## src/hw/rtl/tsrmm_pkg.sv

```systemverilog
// ============================================================================
// tsrmm_pkg
// Shared types and constants of the timed sample ring with per-lane min/max.
// ============================================================================
`default_nettype none

package tsrmm_pkg;

    localparam int DEPTH   = 64;
    localparam int LANES   = 4;
    localparam int ADDR_W  = $clog2(DEPTH);
    localparam int CNT_W   = $clog2(DEPTH + 1);
    localparam int LANE_W  = (LANES > 1) ? $clog2(LANES) : 1;
    localparam int LCNT_W  = $clog2(LANES + 1);
    localparam int VAL_W   = 32;
    localparam int STAMP_W = 32;

    localparam int WIN_REG_W  = 7;
    localparam int LANE_REG_W = 3;
    localparam int CFG_IDX_W  = 2;
    localparam int CFG_DATA_W = 7;

    localparam int IN_TDATA_W  = 208;
    localparam int IN_TUSER_W  = 2;
    localparam int OUT_TDATA_W = 104;
    localparam int OUT_TUSER_W = 4;

    localparam logic [CFG_IDX_W-1:0] CFG_WINDOW = 2'd0;
    localparam logic [CFG_IDX_W-1:0] CFG_LANES  = 2'd1;

    typedef enum logic [1:0] {
        CMD_PUSH   = 2'd0,
        CMD_CLEAR  = 2'd1,
        CMD_READ   = 2'd2,
        CMD_MINMAX = 2'd3
    } cmd_t;

    typedef enum logic [1:0] {
        ST_OK       = 2'd0,
        ST_MISMATCH = 2'd1,
        ST_EMPTY    = 2'd2,
        ST_RANGE    = 2'd3
    } status_t;

    typedef enum logic [1:0] {
        S_IDLE  = 2'd0,
        S_SCAN  = 2'd1,
        S_DRAIN = 2'd2,
        S_EMIT  = 2'd3
    } state_t;

    typedef enum logic [1:0] {
        SRC_ZERO   = 2'd0,
        SRC_READ   = 2'd1,
        SRC_MINMAX = 2'd2
    } src_t;

    typedef struct packed {
        logic [ADDR_W-1:0] wr_addr;
        logic              rd_en;
        logic [ADDR_W-1:0] rd_addr;
        logic              acc_en;
        logic              acc_first;
    } lane_ctrl_t;

    typedef struct packed {
        logic               load;
        status_t            status;
        logic [CNT_W-1:0]   count;
        logic [STAMP_W-1:0] stamp;
        logic [LANE_W-1:0]  lane;
        logic               last;
        src_t               src;
    } out_load_t;

endpackage

`default_nettype wire

```

## src/hw/rtl/tsrmm_lane.sv

```systemverilog
// ============================================================================
// tsrmm_lane
// One value lane: sample memory with registered read and a min/max tracker.
// ============================================================================
`default_nettype none

module tsrmm_lane (
    input  wire logic                                aclk,
    input  wire tsrmm_pkg::lane_ctrl_t               ctrl,
    input  wire logic                                wr_en,
    input  wire logic signed [tsrmm_pkg::VAL_W-1:0] wr_data,
    output logic signed [tsrmm_pkg::VAL_W-1:0]      rd_data,
    output logic signed [tsrmm_pkg::VAL_W-1:0]      min_value,
    output logic signed [tsrmm_pkg::VAL_W-1:0]      max_value
);
    import tsrmm_pkg::*;

    logic signed [VAL_W-1:0] mem [DEPTH];
    logic signed [VAL_W-1:0] rd_data_reg;
    logic signed [VAL_W-1:0] min_reg;
    logic signed [VAL_W-1:0] max_reg;

    always_ff @(posedge aclk) begin
        if (wr_en) begin
            mem[ctrl.wr_addr] <= wr_data;
        end
        if (ctrl.rd_en) begin
            rd_data_reg <= mem[ctrl.rd_addr];
        end
    end

    always_ff @(posedge aclk) begin
        if (ctrl.acc_en) begin
            if (ctrl.acc_first || rd_data_reg < min_reg) begin
                min_reg <= rd_data_reg;
            end
            if (ctrl.acc_first || rd_data_reg > max_reg) begin
                max_reg <= rd_data_reg;
            end
        end
    end

    assign rd_data   = rd_data_reg;
    assign min_value = min_reg;
    assign max_value = max_reg;

endmodule

`default_nettype wire

```

## config.mk

```make
export PLATFORM = sky130hd
export DESIGN_NAME = tsrmm_lane
export DESIGN_NICKNAME = d
export VERILOG_FILES = /design/src/hw/rtl/tsrmm_pkg.sv /design/src/hw/rtl/tsrmm_lane.sv
export SDC_FILE = /design/constraint.sdc
export NUM_CORES = 2
export LEC_CHECK = 0
export ABC_CLOCK_PERIOD_IN_PS = 4500
export CAP_MARGIN = 5
export CORE_MARGIN = 2
export CORE_UTILIZATION = 43
export DETAILED_ROUTE_END_ITERATION = 12
export DONT_BUFFER_PORTS = 1
export PLACE_DENSITY = 0.62
export SLEW_MARGIN = 20
export SYNTH_ARGS = -nofsm -noshare
export SYNTH_HDL_FRONTEND = slang
export SYNTH_SLANG_ARGS = --single-unit
```

## constraint.sdc

```tcl
create_clock -name aclk -period 4.5 [get_ports aclk]
set_input_delay 0.225 -clock aclk [delete_from_list [all_inputs] [get_ports aclk]]
set_output_delay 0.225 -clock aclk [all_outputs]
set_load 0.1 [all_outputs]
```

==> summary.md <==
| Metric | Value |
|---|---|
| Fin. max-slew vios | `~180` |
| Worst Clk Skew | `32.5 ps` |
| Min-delay src | `ctrl[10]` |
| Hold Vio Cnt, Final | `0` |
| Nets | `between 3000 and 4000` |
| Fin crit period | `roughly 3700 ps` |
| Most common cell in the synthesized netlist | `edfxtp_1` |
| Chip height | `roughly 440 um` |
| Grt ovf | `0` |
| Clock sink count | `roughly 2100` |
| CP max FO | `5` |
| Slew @ Worst Pin | `between 1500 and 2000 ps` |
| Post-Synth Simple-Gate Area | `1.10%` |
| Hold_buf cts | `86` |
| Syn avg cell area | `24.1 sq um` |
| Clk network pwr share | `about two fifths` |
| Clk slew on worst S/H paths | `roughly 60 ps` |
| CTS tree | `yes` |
| Largest net degree at the start of global routing | `513` |
| CP peak stage delay | `700 ps` |
| Initial Utilization | `between 40% and 50%` |
| Max rail drop VDD | `approximately 320 uV` |
| Critical Path RT | `5050 ps` |
| Initial DRC Count | `approximately 4300` |
| Worst Setup SP | `rd_data[27]` |
| Non-Filler Instances | `6399` |
| Final period utilization | `82.7%` |
| IO Port Bufs | `0` |
| Area share of the largest cell type after synthesis | `78.2%` |
| CP Cell Sequence | `buf_4 -> ha_1 -> nand4_1 -> nor4_1 -> nand2_1 -> o41ai_1 -> nor3_4 -> dlygate4sd3_1` |
| Main combinational cell family by area after synthesis | `multiplexers` |
| DR WL/cell | `31.5 um` |
| F_max | `about 270 MHz` |
| Buf/Inv on CP | `2` |
| Post-synth top area cell | `edfxtp_1` |
| Gpl congestion | `between 0.7 and 0.8` |
| Startpoint Class | `flip-flop` |
| Routed via count | `about 38000` |
| Area Growth Syn to Fin | `14.7%` |
| Syn Inst Count | `3410` |
| Compound-Gate Fraction of Synth Area | `approximately 1.1%` |
| Max-cap viol count | `0` |
| Setup Crit Path Kind | `reg -> reg` |
| Final TNS setup | `0 ps` |
| DRT Pass-1 Iters | `7` |
| Outcome | `complete, but fails checks` |
| DPL Wire Length | `between 100000 and 150000 um` |
| Die area | `a little under 200000 sq um` |
| Worst R2R Start | `rd_data[27]` |
| Post-synth ARST share | `0%` |
| Top cells by area, synth | `edfxtp_1, mux4_2, ha_1` |
| Leak | `29.5 nW` |
| Post-synthesis cell area | `slightly above 80000 sq um` |
| Maximum clock path buffer count | `3` |
| Mux share of post-synthesis cell area | `between 10% and 20%` |
| Top cells by instance count after synthesis | `edfxtp_1, mux4_2, clkbuf_1` |
| Xor/xnor share of the synthesized area | `0%` |
| Crit end category | `flip-flop` |
| Residual DRC | `0` |
| Violated checks | `slew limit` |
| Hold Crit Class | `in -> reg` |
| Setup bufs post-CTS | `0` |
| EDFF count, synth | `approximately 2100` |
| Root buffer cell | `clkbuf_16` |
| Adder-cell share of the synthesized area | `less than 1%` |
| Post-route antenna net violation count | `0` |
| FILL cells | `roughly 15000` |
| Rows | `160` |
| Seq/Total Area, Yosys | `around 78%` |
| Cell area power density | `~440 nW/um^2` |
| Cts bufs inserted | `around 210` |
| Synth Flop Type | `edfxtp_1` |
| Resized cells post-CTS | `0` |
| Most flops, register | `mem` |
| Switch share | `22.1%` |
| Core area | `about 190000 sq um` |
| Critical path arrival | `about 4300 ps` |
| Reg power frac | `about 53%` |
| Count of cell types in the netlist | `42` |
| First-pass GRT wire length | `roughly 280000 um` |
| Ys Warns | `0` |
| Slew HR | `-17.0%` |
| Number of global-route vias before repair | `~38000` |
| Clk_lat worst skew | `840 ps` |
| Syn Nets | `roughly 3500` |
| Inst Count DP | `just under 6000` |
| P_sw | `between 0.009 and 0.01 W` |
| DR vias/cell | `a little under 6` |
| Gate power share | `under 10%` |
| Ports | `about 150` |
| DIE WIDTH | `between 400 and 500 um` |
| Share of post-route cells with drive strength above 1 | `a little under a third` |
| Tot GR Track Use | `between 20 and 25%` |
| Max reg flops | `~2000` |
| Final setup fails | `0` |
| Crit-path slowest cell | `dlygate4sd3_1` |
| Flops & latches, synth | `2144` |
| Initial antenna violation count | `10` |
| Internal Power | `between 0.03 and 0.04 W` |
| WL final | `roughly 200000 um` |
| Crit-path leading delay family | `buffers and inverters` |
| H-tree depth | `4` |
| RSZ-0062 raised after global routing | `no` |
-- cells by family (layout without fill, tap and decap cells) --
group	count (synthesis)	in the layout
AOI/OAI and AO/OA	135	135
adders and majority gates	63	63
other	0	4
and+or+nand+nor	196	196
muxes	644	644
buffers and inverters	228	702
DFF	2144	2144
-- placed cells by master, fill, tap and decap left out, types with 46 or more instances in the layout --
cell              n
edfxtp_1       2144
mux4_2          630
clkbuf_16       210
buf_4           179
inv_1            63
nor2_4           63
ha_1             63
clkinv_1         52
dlygate4sd3_1    51
nand2_1          46
-- metal layers --
layer  routed length [um]  global-route usage (%)  share of wire (%)
met5                   46                       0              0.023
met1                81600                    29.7                 40
met2                93400                    31.7                 46
met4                 6910                    6.88                3.4
met3                19600                    4.97                9.7
-- area by class of cell --
class,instances,area (sq um),share of cell area [%]
diodes,4,10.0,0.0106
flip-flops and latches,2144,64400,68.2
clock inverters,118,956,1.01
clock buffers,255,5420,5.75
repair buffers,266,2820,2.99
well taps,2511,3140,3.33
inverters,63,236,0.250
multi-input cells,1038,17400,18.5
-- per-stage QoR --
stage	total power, W	hold slack, ps	worst slack (ps)	utilization [%]	cell area (sq um)
3_3_place_gp	0.0251	329	1190	45.5	86600
6_report	0.0417	65.1	778	49.6	94400
3_5_place_dp	0.0251	329	1190	45.5	86600
5_1_grt	0.0429	34.2	546	49.6	94400
2_1_floorplan	0.0247	324	654	-	82300
4_1_cts	0.0420	9.14	760	49.6	94400
-- path summary, 6_finish.rpt --
path / end / slack [ps] / depth (start not counted)
setup / recovery: max_value[28] / 780 / 8
hold / removal: mem[7][4] / 70 / 2
setup reg to reg: max_value[28] / 780 / 8
hold reg to reg: max_value[2] / 520 / 0
-- power groups by stage --
stage	clock network [W]	logic, W	registers, W
2_1_floorplan	0	0.00126	0.0234
3_3_place_gp	0	0.00233	0.0227
3_5_place_dp	0	0.00235	0.0227
4_1_cts	0.0168	0.00285	0.0223
5_1_grt	0.0176	0.00299	0.0223
6_report	0.0166	0.00287	0.0223
Note: power is estimated with default switching activity, not from simulation.
