## src/hw/rtl/tsrmm_pkg.sv

```systemverilog
// ============================================================================
// tsrmm_pkg
// Shared types and constants of the timed sample ring with per-lane min/max.
// ============================================================================
`default_nettype none

package tsrmm_pkg;

    localparam int DEPTH   = 64;
    localparam int LANES   = 4;
    localparam int ADDR_W  = $clog2(DEPTH);
    localparam int CNT_W   = $clog2(DEPTH + 1);
    localparam int LANE_W  = (LANES > 1) ? $clog2(LANES) : 1;
    localparam int LCNT_W  = $clog2(LANES + 1);
    localparam int VAL_W   = 32;
    localparam int STAMP_W = 32;

    localparam int WIN_REG_W  = 7;
    localparam int LANE_REG_W = 3;
    localparam int CFG_IDX_W  = 2;
    localparam int CFG_DATA_W = 7;

    localparam int IN_TDATA_W  = 208;
    localparam int IN_TUSER_W  = 2;
    localparam int OUT_TDATA_W = 104;
    localparam int OUT_TUSER_W = 4;

    localparam logic [CFG_IDX_W-1:0] CFG_WINDOW = 2'd0;
    localparam logic [CFG_IDX_W-1:0] CFG_LANES  = 2'd1;

    typedef enum logic [1:0] {
        CMD_PUSH   = 2'd0,
        CMD_CLEAR  = 2'd1,
        CMD_READ   = 2'd2,
        CMD_MINMAX = 2'd3
    } cmd_t;

    typedef enum logic [1:0] {
        ST_OK       = 2'd0,
        ST_MISMATCH = 2'd1,
        ST_EMPTY    = 2'd2,
        ST_RANGE    = 2'd3
    } status_t;

    typedef enum logic [1:0] {
        S_IDLE  = 2'd0,
        S_SCAN  = 2'd1,
        S_DRAIN = 2'd2,
        S_EMIT  = 2'd3
    } state_t;

    typedef enum logic [1:0] {
        SRC_ZERO   = 2'd0,
        SRC_READ   = 2'd1,
        SRC_MINMAX = 2'd2
    } src_t;

    typedef struct packed {
        logic [ADDR_W-1:0] wr_addr;
        logic              rd_en;
        logic [ADDR_W-1:0] rd_addr;
        logic              acc_en;
        logic              acc_first;
    } lane_ctrl_t;

    typedef struct packed {
        logic               load;
        status_t            status;
        logic [CNT_W-1:0]   count;
        logic [STAMP_W-1:0] stamp;
        logic [LANE_W-1:0]  lane;
        logic               last;
        src_t               src;
    } out_load_t;

endpackage

`default_nettype wire

```

## src/hw/rtl/tsrmm_merge.sv

```systemverilog
// ============================================================================
// tsrmm_merge
// Selects the lane result and holds it in the output register.
// ============================================================================
`default_nettype none

module tsrmm_merge (
    input  wire logic                                          aclk,
    input  wire logic                                          aresetn,
    input  wire tsrmm_pkg::out_load_t                          ld,
    input  wire logic [tsrmm_pkg::LANES-1:0][tsrmm_pkg::VAL_W-1:0] lane_rd,
    input  wire logic [tsrmm_pkg::LANES-1:0][tsrmm_pkg::VAL_W-1:0] lane_min,
    input  wire logic [tsrmm_pkg::LANES-1:0][tsrmm_pkg::VAL_W-1:0] lane_max,
    output logic                                               m_tvalid,
    input  wire logic                                          m_tready,
    // stored_count, sample_stamp, first_value, second_value, zero pad
    output logic [tsrmm_pkg::OUT_TDATA_W-1:0]                  m_tdata,
    // status, lane
    output logic [tsrmm_pkg::OUT_TUSER_W-1:0]                  m_tuser,
    output logic                                               m_tlast
);
    import tsrmm_pkg::*;

    localparam int PAD_W = OUT_TDATA_W - CNT_W - STAMP_W - 2 * VAL_W;

    logic                     valid_reg;
    logic [OUT_TDATA_W-1:0]   data_reg;
    logic [OUT_TUSER_W-1:0]   user_reg;
    logic                     last_reg;
    logic [VAL_W-1:0]         first_sel;
    logic [VAL_W-1:0]         second_sel;

    always_comb begin
        first_sel  = '0;
        second_sel = '0;
        case (ld.src)
            SRC_READ: begin
                first_sel = lane_rd[ld.lane];
            end
            SRC_MINMAX: begin
                first_sel  = lane_min[ld.lane];
                second_sel = lane_max[ld.lane];
            end
            default: begin
                first_sel  = '0;
                second_sel = '0;
            end
        endcase
    end

    always_ff @(posedge aclk) begin
        if (!aresetn) begin
            valid_reg <= 1'b0;
        end else if (ld.load) begin
            valid_reg <= 1'b1;
        end else if (m_tready) begin
            valid_reg <= 1'b0;
        end
    end

    always_ff @(posedge aclk) begin
        if (ld.load) begin
            data_reg <= {{PAD_W{1'b0}}, second_sel, first_sel, ld.stamp, ld.count};
            user_reg <= {ld.lane, ld.status};
            last_reg <= ld.last;
        end
    end

    assign m_tvalid = valid_reg;
    assign m_tdata  = data_reg;
    assign m_tuser  = user_reg;
    assign m_tlast  = last_reg;

endmodule

`default_nettype wire

```

## config.mk

```make
export PLATFORM = sky130hd
export DESIGN_NAME = tsrmm_merge
export DESIGN_NICKNAME = d
export VERILOG_FILES = /design/src/hw/rtl/tsrmm_pkg.sv /design/src/hw/rtl/tsrmm_merge.sv
export SDC_FILE = /design/constraint.sdc
export NUM_CORES = 1
export LEC_CHECK = 0
export CAP_MARGIN = 5
export CORE_AREA = 2 2 210 212
export DETAILED_ROUTE_END_ITERATION = 16
export DIE_AREA = 0 0 212 214
export DONT_BUFFER_PORTS = 1
export GPL_TIMING_DRIVEN = 0
export PLACE_DENSITY = 0.31
export SLEW_MARGIN = 20
export SYNTH_ARGS = -nofsm -noshare
export SYNTH_HDL_FRONTEND = slang
export SYNTH_SLANG_ARGS = --single-unit
export TNS_END_PERCENT = 50
```

## constraint.sdc

```tcl
create_clock -name aclk -period 4.53 [get_ports aclk]
set_clock_uncertainty 0.1 [all_clocks]
set_input_delay 0.453 -clock aclk [delete_from_list [all_inputs] [get_ports aclk]]
set_output_delay 0.453 -clock aclk [all_outputs]
set_load 0.1 [all_outputs]
```

==> results of run 1 <==
## state kept, by name, indices dropped and copies added, names as in the netlist
register,count
m_tuser,4
m_tdata,103
m_tvalid,1
m_tlast,1
## placed cells by master, fill, tap and decap left out, types with 3 or more instances in the layout
cell	synthesis	layout
clkbuf_16	0	9
buf_2	16	16
o221ai_2	30	30
and2_1	32	32
mux2i_1	128	128
clkbuf_1	7	7
o22a_1	31	31
mux4_2	31	31
buf_6	8	8
inv_8	0	3
ha_1	3	3
buf_4	7	7
edfxtp_1	108	108
## final timing paths
path	start	endpoint	slack, ps	cells past startpoint
max	ld[0]	m_tdata[46]$_DFFE_PP_	2290	7
min	ld[36]	m_tdata[38]$_DFFE_PP_	50	0
max reg2reg	m_tvalid$_SDFFE_PN0P_	m_tvalid$_SDFFE_PN0P_	3090	2
min reg2reg	m_tvalid$_SDFFE_PN0P_	m_tvalid$_SDFFE_PN0P_	1030	2
## cells by family after synthesis
| group | count (synthesis) |
|---|---|
| simple gates | 40 |
| flops | 109 |
| fa+ha+maj | 3 |
| mux | 160 |
| buf+inv | 42 |
| other cells | 1 |
| compound gates | 64 |
## layout make-up
type,count,area (sq um)
multi-input combinational,268,3060
inverter,2,7.51
antenna,2,5.00
fill,4640,35300
tap,585,732
buffer,40,256
sequential,109,3260
clock buffer,10,239
clock inverter,6,60.1
## power groups by stage
stage               Combinational [mW]  Sequential (mW)  Clock [mW]
floorplan                        0.241             1.84           0
global placement                 0.317             1.87           0
detailed placement               0.320             1.87           0
CTS                              0.321             1.85       0.901
global route                     0.339             1.85       0.927
finish                           0.311             1.84       0.843
## per-stage QoR
| stage | cells | hold WS (ps) | total power, mW |
|---|---|---|---|
| after floorplan | 419 | 452 | 2.08 |
| after global placement | 1004 | 452 | 2.19 |
| after detailed placement | 1004 | 452 | 2.19 |
| after CTS | 1020 | 10.5 | 3.07 |
| after global routing | 1022 | 17.9 | 3.12 |
| final | 1022 | 54.5 | 3.00 |
## per-layer routing
metal | vias up | routed length, microns
li1 | 1760 | -
met5 | - | 0
met3 | 24 | 1860
met1 | 2045 | 9920
met2 | 286 | 14200
met4 | 0 | 613
==> results.md, run 1 <==
- Synth cell types: 25
- Initial antenna violation count: 2
- Top post-synthesis cells by area: edfxtp_1 (49%), mux2i_1 (19%), mux4_2 (11%)
- Post-Route Setup TNS: 0 ps
- Met3 Usage GRT: 3.06%
- Minimum clock period: 2240 ps
- Worst slew pin tran: 993 ps
- Status: finished clean
- Layout Utilization: 17.8%
- Post-synth top cells: mux2i_1 (128), edfxtp_1 (108), and2_1 (32)
- Clock slew at reported path FFs: 90 ps
- Switching Share: 41.1%
- First-pass GRT wire length: 35,600 microns
- Met1 usage: 11.8%
- Share of the yosys chip area belonging to registers: 49.6%
- Max-Cap Viols: 0
- Most used cell, CP: clkbuf_1
- VDD IR-drop max: 0.000142 V
- Largest net degree at the start of global routing: 110
- Area fraction in compound gates after synthesis: 11.3%
- Crit path max fanout: 10
- Setup CP Type: in2reg
- Nets: 867
- Drt wl/cell: 26.0 microns
- Sequential share of power: 61.5%
- Final-report setup violation count: 0
- Total GRT Usage: 11.3%
- Initial Util: 15.3%
- Yosys top cell area share: 49.3%
- Worst setup SP type: primary input
- Synth Flop Type: edfxtp_1
- Post-cts sizing count: 0
- Simple-gate share of the synthesized area: 4.01%
- Die Y: 214 microns
- Power density over cell area: 394 nW/um^2
- Delay-heaviest family, CP: buffers and inverters
- Max Root-Sink Buffers: 2
- DRT antenna net count: 0
- Setup crit end kind: register
- Die width: 212 microns
- Vias in the first global route: 4,687
- Critical Path RT: 4560 ps
- Syn_nets: 856
- Yosys warnings: 0
- Synth Area per Inst: 15.7 sq um
- Post CTS Setup Buffer Count: 0
- Comb power frac: 10.4%
- Largest family of logic cells by synthesized area: multiplexers
- RSZ-0062 raised after global routing: no
- Clock share of power: 28.1%
- Area grow syn2layout: 15.7%
- Floorplan Core Area: 42,900 sq um
- Layout cells sized above 1: 24.8%
- # rows: 76
- Later-pin clock latency in the skew report: 380 ps
- Leak Pwr: 2.62 nW
- Crit share post-route: 49.5%
- First-iteration detailed-routing DRC count: 202
- Net switching power figure: 1.23 mW
- Yosys reg bits: 109
- Grt peak-use layer: met2
- Post-synthesis adder-cell area fraction: 0.570%
- Final wirelength: 26,600 microns
- Cell Chain, Critical Path: inv_1 -> ha_1 -> or3b_1 -> clkbuf_1 -> clkbuf_1 -> o22a_1 -> o221ai_2
- Place WS: 1760 ps
- Gr ovfl total: 0
- Final hold violation count: 0
- Vias per cell: 4.03
- Final HPWL DP: 21,800 microns
- Async S/R FF share, synth: 0%
- XOR/XNOR Fraction of Synth Area: 0%
- GR Util met2: 21.1%
- Router iterations before antenna repair: 4
- Die footprint: 45,400 sq um
- Post-route setup slack: 2290 ps
- Clk sinks: 109
- Slew Limit Fails: 0
- Hold-fix buffers, CTS: 0
- Placed Area: 7310 sq um
- Synth Cell Area: 6580 sq um
- Worst Path Buf+Inv: 3
- Clock root cell: clkbuf_16
- Largest stage delay on the critical path: 550 ps
- Worst Hold Class: in2reg
- CTS tree: done
- GP Congestion: 0.750
- Critical path's slowest cell: clkbuf_1
- I/O Buffers: 0
- CP arrival: 2270 ps
- Internal power: 1.77 mW
- Fin area: 7620 sq um
- Rel. slew slack: 33.9%
- Fmax: 446 MHz
- Post-synth EDFFs: 108
- Synth area leader: edfxtp_1
- Mapped Cells: 419
- Cell with the most instances after synthesis: mux2i_1
- Vias: 4,115
- # IOs: 544
- Mux contribution to synthesized area: 30.5%
- DRC: 0
- Max H-tree Level: 3
- Num CTS Buffers: 9
Note: power is estimated with default switching activity, not from simulation.
==> inputs of run 2 (changes only) <==
--- a/config.mk
+++ b/config.mk
@@ -5,13 +5,14 @@
 export SDC_FILE = /design/constraint.sdc
 export NUM_CORES = 1
 export LEC_CHECK = 0
+export ABC_AREA = 1
 export CAP_MARGIN = 5
-export CORE_AREA = 2 2 210 212
+export CORE_AREA = 2 2 212 214
 export DETAILED_ROUTE_END_ITERATION = 16
-export DIE_AREA = 0 0 212 214
+export DIE_AREA = 0 0 214 216
 export DONT_BUFFER_PORTS = 1
 export GPL_TIMING_DRIVEN = 0
-export PLACE_DENSITY = 0.31
+export PLACE_DENSITY = 0.34
 export SLEW_MARGIN = 20
 export SYNTH_ARGS = -nofsm -noshare
 export SYNTH_HDL_FRONTEND = slang
==> constraint.sdc (replaced) <==
create_clock -name aclk -period 1.9 [get_ports aclk]
set_clock_uncertainty 0.1 [all_clocks]
set_input_delay 0.19 -clock aclk [delete_from_list [all_inputs] [get_ports aclk]]
set_output_delay 0.19 -clock aclk [all_outputs]
set_load 0.1 [all_outputs]
==> results.md, run 2 <==
- Clock share of power: 27.5% (-0.6 points)
- Placed Area: 8570 sq um (+17%)
- RSZ-0062 raised after global routing: no
- Synth Flop Type: edfxtp_1
- Synth Cell Area: 7830 sq um (+19%)
- Die Y: 216 microns (+0.93%)
- CP arrival: 1440 ps (-830 ps)
- Vias: 8,022 (+95%)
- Sequential share of power: 56.4% (-5.1 points)
- CTS tree: done
- Synth area leader: edfxtp_1
- Final hold slack: -178 ps (-232 ps)
- Final-report setup violation count: 0 (unchanged)
- M1 wire length: 16,300 microns (+65%)
- Gr ovfl total: 0 (unchanged)
- Max-Cap Viols: 0 (unchanged)
- Initial antenna violation count: 2 (unchanged)
- Critical Path RT: 1610 ps (-2950 ps)
- GP Congestion: 0.957 (+28%)
- Syn_nets: 1,658 (+94%)
- Flip-flop count of the largest register, all copies and words added: 103 (unchanged)
- Critical Path Stages: 0 (-7)
- Overall power: 7.73 mW (+160%)
- # IOs: 544 (unchanged)
- Mapped Cells: 1,221 (+190%)
- Router iterations before antenna repair: 5 (+1)
- Drt wl/cell: 20.7 microns (-20%)
- Internal power: 4.29 mW (+140%)
- DRT antenna net count: 0 (unchanged)
- Most frequent cells in the layout: nand2_1 (384), inv_1 (260), nor2_1 (129), nand3_1 (128), edfxtp_1 (108)
- Max H-tree Level: 3 (unchanged)
- Worst setup SP type: register
- Net switching power figure: 3.44 mW (+180%)
- Post-synth EDFFs: 108 (unchanged)
- Final hold violation count: 54 (+54)
- Leak Pwr: 4.74 nW (+81%)
- Yosys top cell area share: 41.4% (-7.9 points)
- Reg2reg path depth: 3 (+1)
- DRC: 0 (unchanged)
- Largest net degree at the start of global routing: 110 (unchanged)
- Clock root cell: clkbuf_16
- Layout Utilization: 22.4% (+4.7 points)
- Max Root-Sink Buffers: 2 (unchanged)
- Fin area: 9830 sq um (+29%)
- Crit path max fanout: 1 (-9)
- Synth cell types: 18 (-28%)
- Minimum clock period: 1730 ps
- Post-cts sizing count: 0 (unchanged)
- Worst Hold Class: in2reg
- Depth of the worst hold-timing path: 0 (unchanged)
- Clock slew at reported path FFs: 90 ps (about the same)
- Power density over cell area: 786 nW/um^2 (+100%)
- Switching Share: 44.5% (+3.5 points)
- Num CTS Buffers: 9 (unchanged)
- Fmax: 577 MHz
- Nets: 1,763 (+100%)
- First-pass GRT wire length: 56,000 microns (+57%)
- Share of the yosys chip area belonging to registers: 41.7% (-7.9 points)
- # rows: 77 (+1.3%)
- Routed wl met3: 2150 microns (+16%)
- Later-pin clock latency in the skew report: 400 ps (+20 ps)
- Yosys reg bits: 109 (unchanged)
- Setup CP Type: reg2out
- Slew Limit Fails: 0 (unchanged)
- Failing checks: negative hold slack
- Layout cells sized above 1: 3.46% (-21 points)
- Post-synth top cells: nand2_1 (384), inv_1 (260), nor2_1 (129)
- Area grow syn2layout: 25.5%
- Floorplan Core Area: 43,800 sq um (+2.2%)
- Crit share post-route: 91.2%
- Top post-synthesis cells by area: edfxtp_1 (41%), nand2_1 (18%), inv_1 (12%)
- Rel. slew slack: 32.2% (-1.7 points)
- Top Metal Used: met4
- Yosys warnings: 0 (unchanged)
- Clk sinks: 109 (unchanged)
- Place WS: -327 ps (-2090 ps)
- Vias in the first global route: 8,352 (+78%)
- Final wirelength: 39,800 microns (+50%)
- Total GRT Usage: 16.7% (+5.4 points)
- Die width: 214 microns (+0.94%)
- I/O Buffers: 0 (unchanged)
- Initial Util: 17.9% (+2.5 points)
- Worst slew pin tran: 1020 ps (+26.2 ps)
- Cell with the most instances after synthesis: nand2_1
- Synth Area per Inst: 6.42 sq um (-59%)
- Status: finished with violations
- Setup crit end kind: output port
- Async S/R FF share, synth: 0% (unchanged)
- Die footprint: 46,200 sq um (+1.9%)
- Metal2 WL: 20,500 microns (+44%)
- Final HPWL DP: 31,900 microns (+46%)
- Vias per cell: 4.17 (+3.5%)
- VDD IR-drop max: 0.000474 V (+230%)
- Most common cell after layout, fill and taps aside: nand2_1
- First-iteration detailed-routing DRC count: 424 (+110%)
- Comb power frac: 16.0% (+5.6 points)
- Post-route setup slack: 168 ps (-2120 ps)
- Post CTS Setup Buffer Count: 0 (unchanged)
[run 2: routing by layer]
| layer | track usage, % | vias up |
|---|---|---|
| met4 | 6.11 | 0 |
| met1 | 19.4 | 3720 |
| li1 | - | 3918 |
| met3 | 3.23 | 36 |
| met2 | 30.5 | 348 |
| met5 | 0 | - |
[run 2: final timing paths]
path / startpoint / slack [ps] / to
max: m_tdata[67]$_DFFE_PP_ / 170 / m_tdata[67]
min: ld[46] / -180 / m_tdata[41]$_DFFE_PP_
max reg2reg: m_tvalid$_SDFFE_PN0P_ / 380 / m_tvalid$_SDFFE_PN0P_
min reg2reg: m_tvalid$_SDFFE_PN0P_ / 1000 / m_tvalid$_SDFFE_PN0P_
[run 2: what timing repair did]
| item | CTS | global route |
|---|---|---|
| endpoints found under the hold margin | 182 | 109 |
| hold buffers | 93 | 1 |
| setup endpoints to repair | 0 | 0 |
[run 2: power by group through the flow]
stage               combinational, mW  clock, mW  sequential [mW]
floorplan                       0.728          0             4.36
global placement                 1.10          0             4.43
detailed placement               1.10          0             4.42
CTS                              1.27       2.24             4.37
global route                     1.41       2.30             4.37
finish                           1.24       2.13             4.37
[run 2: cell families (layout without fill, tap and decap cells)]
group                      count (synthesis)  count (layout)  synth area share [%]
buffers and inverters                    338             448                  16.8
DFF                                      109             109                  41.7
and+or+nand+nor                          641             641                  32.8
AOI/OAI and AO/OA                        129             129                  8.27
other                                      1               3                0.0479
adders and majority gates                  3               3                 0.479
[run 2: cell type report]
cell class / instances / area (sq um)
Clock inverter: 7 / 88.8
Clock buffer: 9 / 225
Antenna cell: 2 / 5.00
Fill cell: 5110 / 34000
Inverter: 262 / 983
Timing Repair Buffer: 94 / 941
Multi-Input combinational cell: 774 / 3260
Tap cell: 592 / 741
Buffer: 76 / 332
Sequential cell: 109 / 3260
[run 2: worst register-to-register path: stages, from the launching register on]
cell and delay, ps:
dfxtp_1 980, inv_1 130, nor2_1 150, o21a_1 120
[run 2: stage by stage]
step / TNS (ps) / std cells
floorplan: 0 / 1221
global placement: -8930 / 1813
detailed placement: -9840 / 1813
CTS: 0 / 1922
global route: 0 / 1924
finish: 0 / 1925
==> inputs of run 3 (changes only) <==
--- a/config.mk
+++ b/config.mk
@@ -5,14 +5,13 @@
 export SDC_FILE = /design/constraint.sdc
 export NUM_CORES = 1
 export LEC_CHECK = 0
-export ABC_AREA = 1
 export CAP_MARGIN = 5
-export CORE_AREA = 2 2 212 214
+export CORE_AREA = 2 2 214 216
 export DETAILED_ROUTE_END_ITERATION = 16
-export DIE_AREA = 0 0 214 216
+export DIE_AREA = 0 0 216 218
 export DONT_BUFFER_PORTS = 1
 export GPL_TIMING_DRIVEN = 0
-export PLACE_DENSITY = 0.34
+export PLACE_DENSITY = 0.31
 export SLEW_MARGIN = 20
 export SYNTH_ARGS = -nofsm -noshare
 export SYNTH_HDL_FRONTEND = slang
==> results.md, run 3 (synthesis gave the netlist of run 1 again) <==
- Status: finished with violations
- Failing checks: negative hold slack
- Net switching power figure: 2.97 mW (-14%)
- Gr ovfl total: 0 (unchanged)
- Fin area: 8410 sq um (-14%)
- Internal power: 4.29 mW (about the same)
- Layout Cells excl Fill: 1,112 (-42%)
- Minimum clock period: 1760 ps (+30.6 ps)
- Drt wl/cell: 25.3 microns (+22%)
- Flip-flop count of the largest register, all copies and words added: 103 (unchanged)
- DRT antenna net count: 0 (unchanged)
- # IOs: 544 (unchanged)
- Num CTS Buffers: 9 (unchanged)
- First-iteration detailed-routing DRC count: 184 (-57%)
- Crit share post-route: 92.8% (+1.6 points)
- Die width: 216 microns (+0.93%)
- Clock slew at reported path FFs: 90 ps (about the same)
- Setup crit end kind: register
- GP Congestion: 0.802 (-16%)
- Final-report setup violation count: 0 (unchanged)
- Final hold slack: -183 ps (-5.52 ps)
- Max Root-Sink Buffers: 2 (unchanged)
- Nets: 944 (-46%)
- Met3 Usage GRT: 3.01% (-0.22 points)
- Slew Limit Fails: 0 (unchanged)
- Clock root cell: clkbuf_16
- # rows: 78 (+1.3%)
- Vias per cell: 3.99 (-4.1%)
- Initial antenna violation count: 0 (-2)
- Vias in the first global route: 5,008 (-40%)
- I/O Buffers: 0 (unchanged)
- VDD IR-drop max: 0.000410 V (-14%)
- GR Util met2: 21.3% (-9.2 points)
- Post-Route Setup TNS: 0 ps (unchanged)
- Setup CP Type: in2reg
- Final HPWL DP: 22,500 microns (-29%)
- Die Y: 218 microns (+0.93%)
- Grt peak-use layer: met2
- Floorplan Core Area: 44,900 sq um (+2.4%)
- Area grow syn2layout: 27.8%
- Max-Cap Viols: 0 (unchanged)
- Met1 usage: 12.5% (-6.9 points)
- Antenna cells: 0 (-2)
- FILL cells: 4,878 (-4.5%)
- Max H-tree Level: 3 (unchanged)
- Later-pin clock latency in the skew report: 380 ps (-20 ps)
- Total GRT Usage: 11.4% (-5.4 points)
- CTS tree: done
- Crit path max fanout: 10 (+9)
- Critical path's slowest cell: nand3b_1
- Fmax: 567 MHz (-1.7%)
- Most common cell after layout, fill and taps aside: mux2i_1
- Router iterations before antenna repair: 6 (+1)
- Worst setup SP type: primary input
- Hold-fix buffers, CTS: 77 (-17%)
- Cell Chain, Critical Path: inv_1 -> ha_1 -> nand3b_1 -> clkbuf_2 -> o22a_1 -> o221ai_2
- DRC: 0 (unchanged)
- Clk sinks: 109 (unchanged)
- Comb power frac: 12.2% (-3.8 points)
- Layout cells sized above 1: 22.1% (+19 points)
- CP arrival: 1790 ps (+350 ps)
- Most frequent cells in the layout: mux2i_1 (128), edfxtp_1 (108), dlygate4sd3_1 (77), and2_1 (32)
- RSZ-0062 raised after global routing: no
- Largest stage delay on the critical path: 410 ps
- Vias: 4,442 (-45%)
- Placed Area: 7330 sq um (-14%)
- Worst slew pin tran: 966 ps (-53.7 ps)
- Clock share of power: 27.3% (-0.2 points)
- Post CTS Setup Buffer Count: 0 (unchanged)
- Largest net degree at the start of global routing: 110 (unchanged)
- First-pass GRT wire length: 37,200 microns (-34%)
- Die footprint: 47,100 sq um (+1.9%)
- Overall power: 7.26 mW (-6.2%)
- Critical Path RT: 1930 ps (+320 ps)
- Power density over cell area: 862 nW/um^2 (+9.7%)
- Final hold violation count: 109 (+100%)
- Final wirelength: 28,100 microns (-29%)
- Leak Pwr: 2.95 nW (-38%)
- Initial Util: 14.7% (-3.2 points)
- Worst Hold Class: in2reg
- Switching Share: 40.9% (-3.6 points)
- Rel. slew slack: 35.5% (+3.3 points)
- Placed insts: 1,019 (-44%)
- Sequential share of power: 60.6% (+4.2 points)
-- run 3: what timing repair did --
action                                 4_1_cts  5_1_grt
gates resized for setup                      4        1
endpoints found under the hold margin      166      109
setup endpoints to repair                   21        6
-- run 3: worst paths after layout --
kind	slack [ps]	end	depth (start not counted)	startpoint
worst max register to register	460	m_tvalid$_SDFFE_PN0P_	2	m_tvalid$_SDFFE_PN0P_
worst max-delay path	140	m_tdata[61]$_DFFE_PP_	6	ld[0]
worst min register to register	1030	m_tvalid$_SDFFE_PN0P_	2	m_tvalid$_SDFFE_PN0P_
worst min-delay path	-180	m_tdata[16]$_DFFE_PP_	0	ld[46]
-- run 3: power by group through the flow --
stage | Sequential (mW) | Clock (mW) | Combinational [mW]
2_1_floorplan | 4.40 | 0 | 0.574
4_1_cts | 4.40 | 2.10 | 0.907
3_5_place_dp | 4.46 | 0 | 0.768
3_3_place_gp | 4.46 | 0 | 0.758
5_1_grt | 4.41 | 2.20 | 0.958
6_report | 4.40 | 1.98 | 0.882
-- run 3: critical path, delay by kind of cell --
kind | cells | cell delay, ps
AND/OR/NAND/NOR | 1 | 410
adder cells (fa/ha/maj) | 1 | 360
buffers and inverters | 2 | 430
AO/OA/AOI/OAI | 2 | 380
-- run 3: stage by stage --
stage / worst slack (ps) / util [%]
6_report: 137 / 18.7
3_5_place_dp: -572 / 16.3
2_1_floorplan: 187 / -
4_1_cts: 60.8 / 18.7
5_1_grt: 7.86 / 18.7
3_3_place_gp: -504 / 16.3
-- run 3: final cells by class --
| class | count | area (sq um) | share of cell area, % |
|---|---|---|---|
| sequential | 109 | 3260 | 38.8 |
| multi-input combinational | 268 | 3060 | 36.3 |
| timing repair buffer | 77 | 771 | 9.16 |
| tap | 600 | 751 | 8.92 |
| buffer | 40 | 263 | 3.12 |
| clock buffer | 9 | 225 | 2.68 |
| clock inverter | 7 | 78.8 | 0.937 |
| inverter | 2 | 7.51 | 0.0892 |
-- run 3: routing by layer --
metal  part of all wire (%)  up-vias
met2                     54      306
met3                    6.7       21
met5                      0        -
met1                     37     2207
li1                       -     1908
met4                    1.6        0
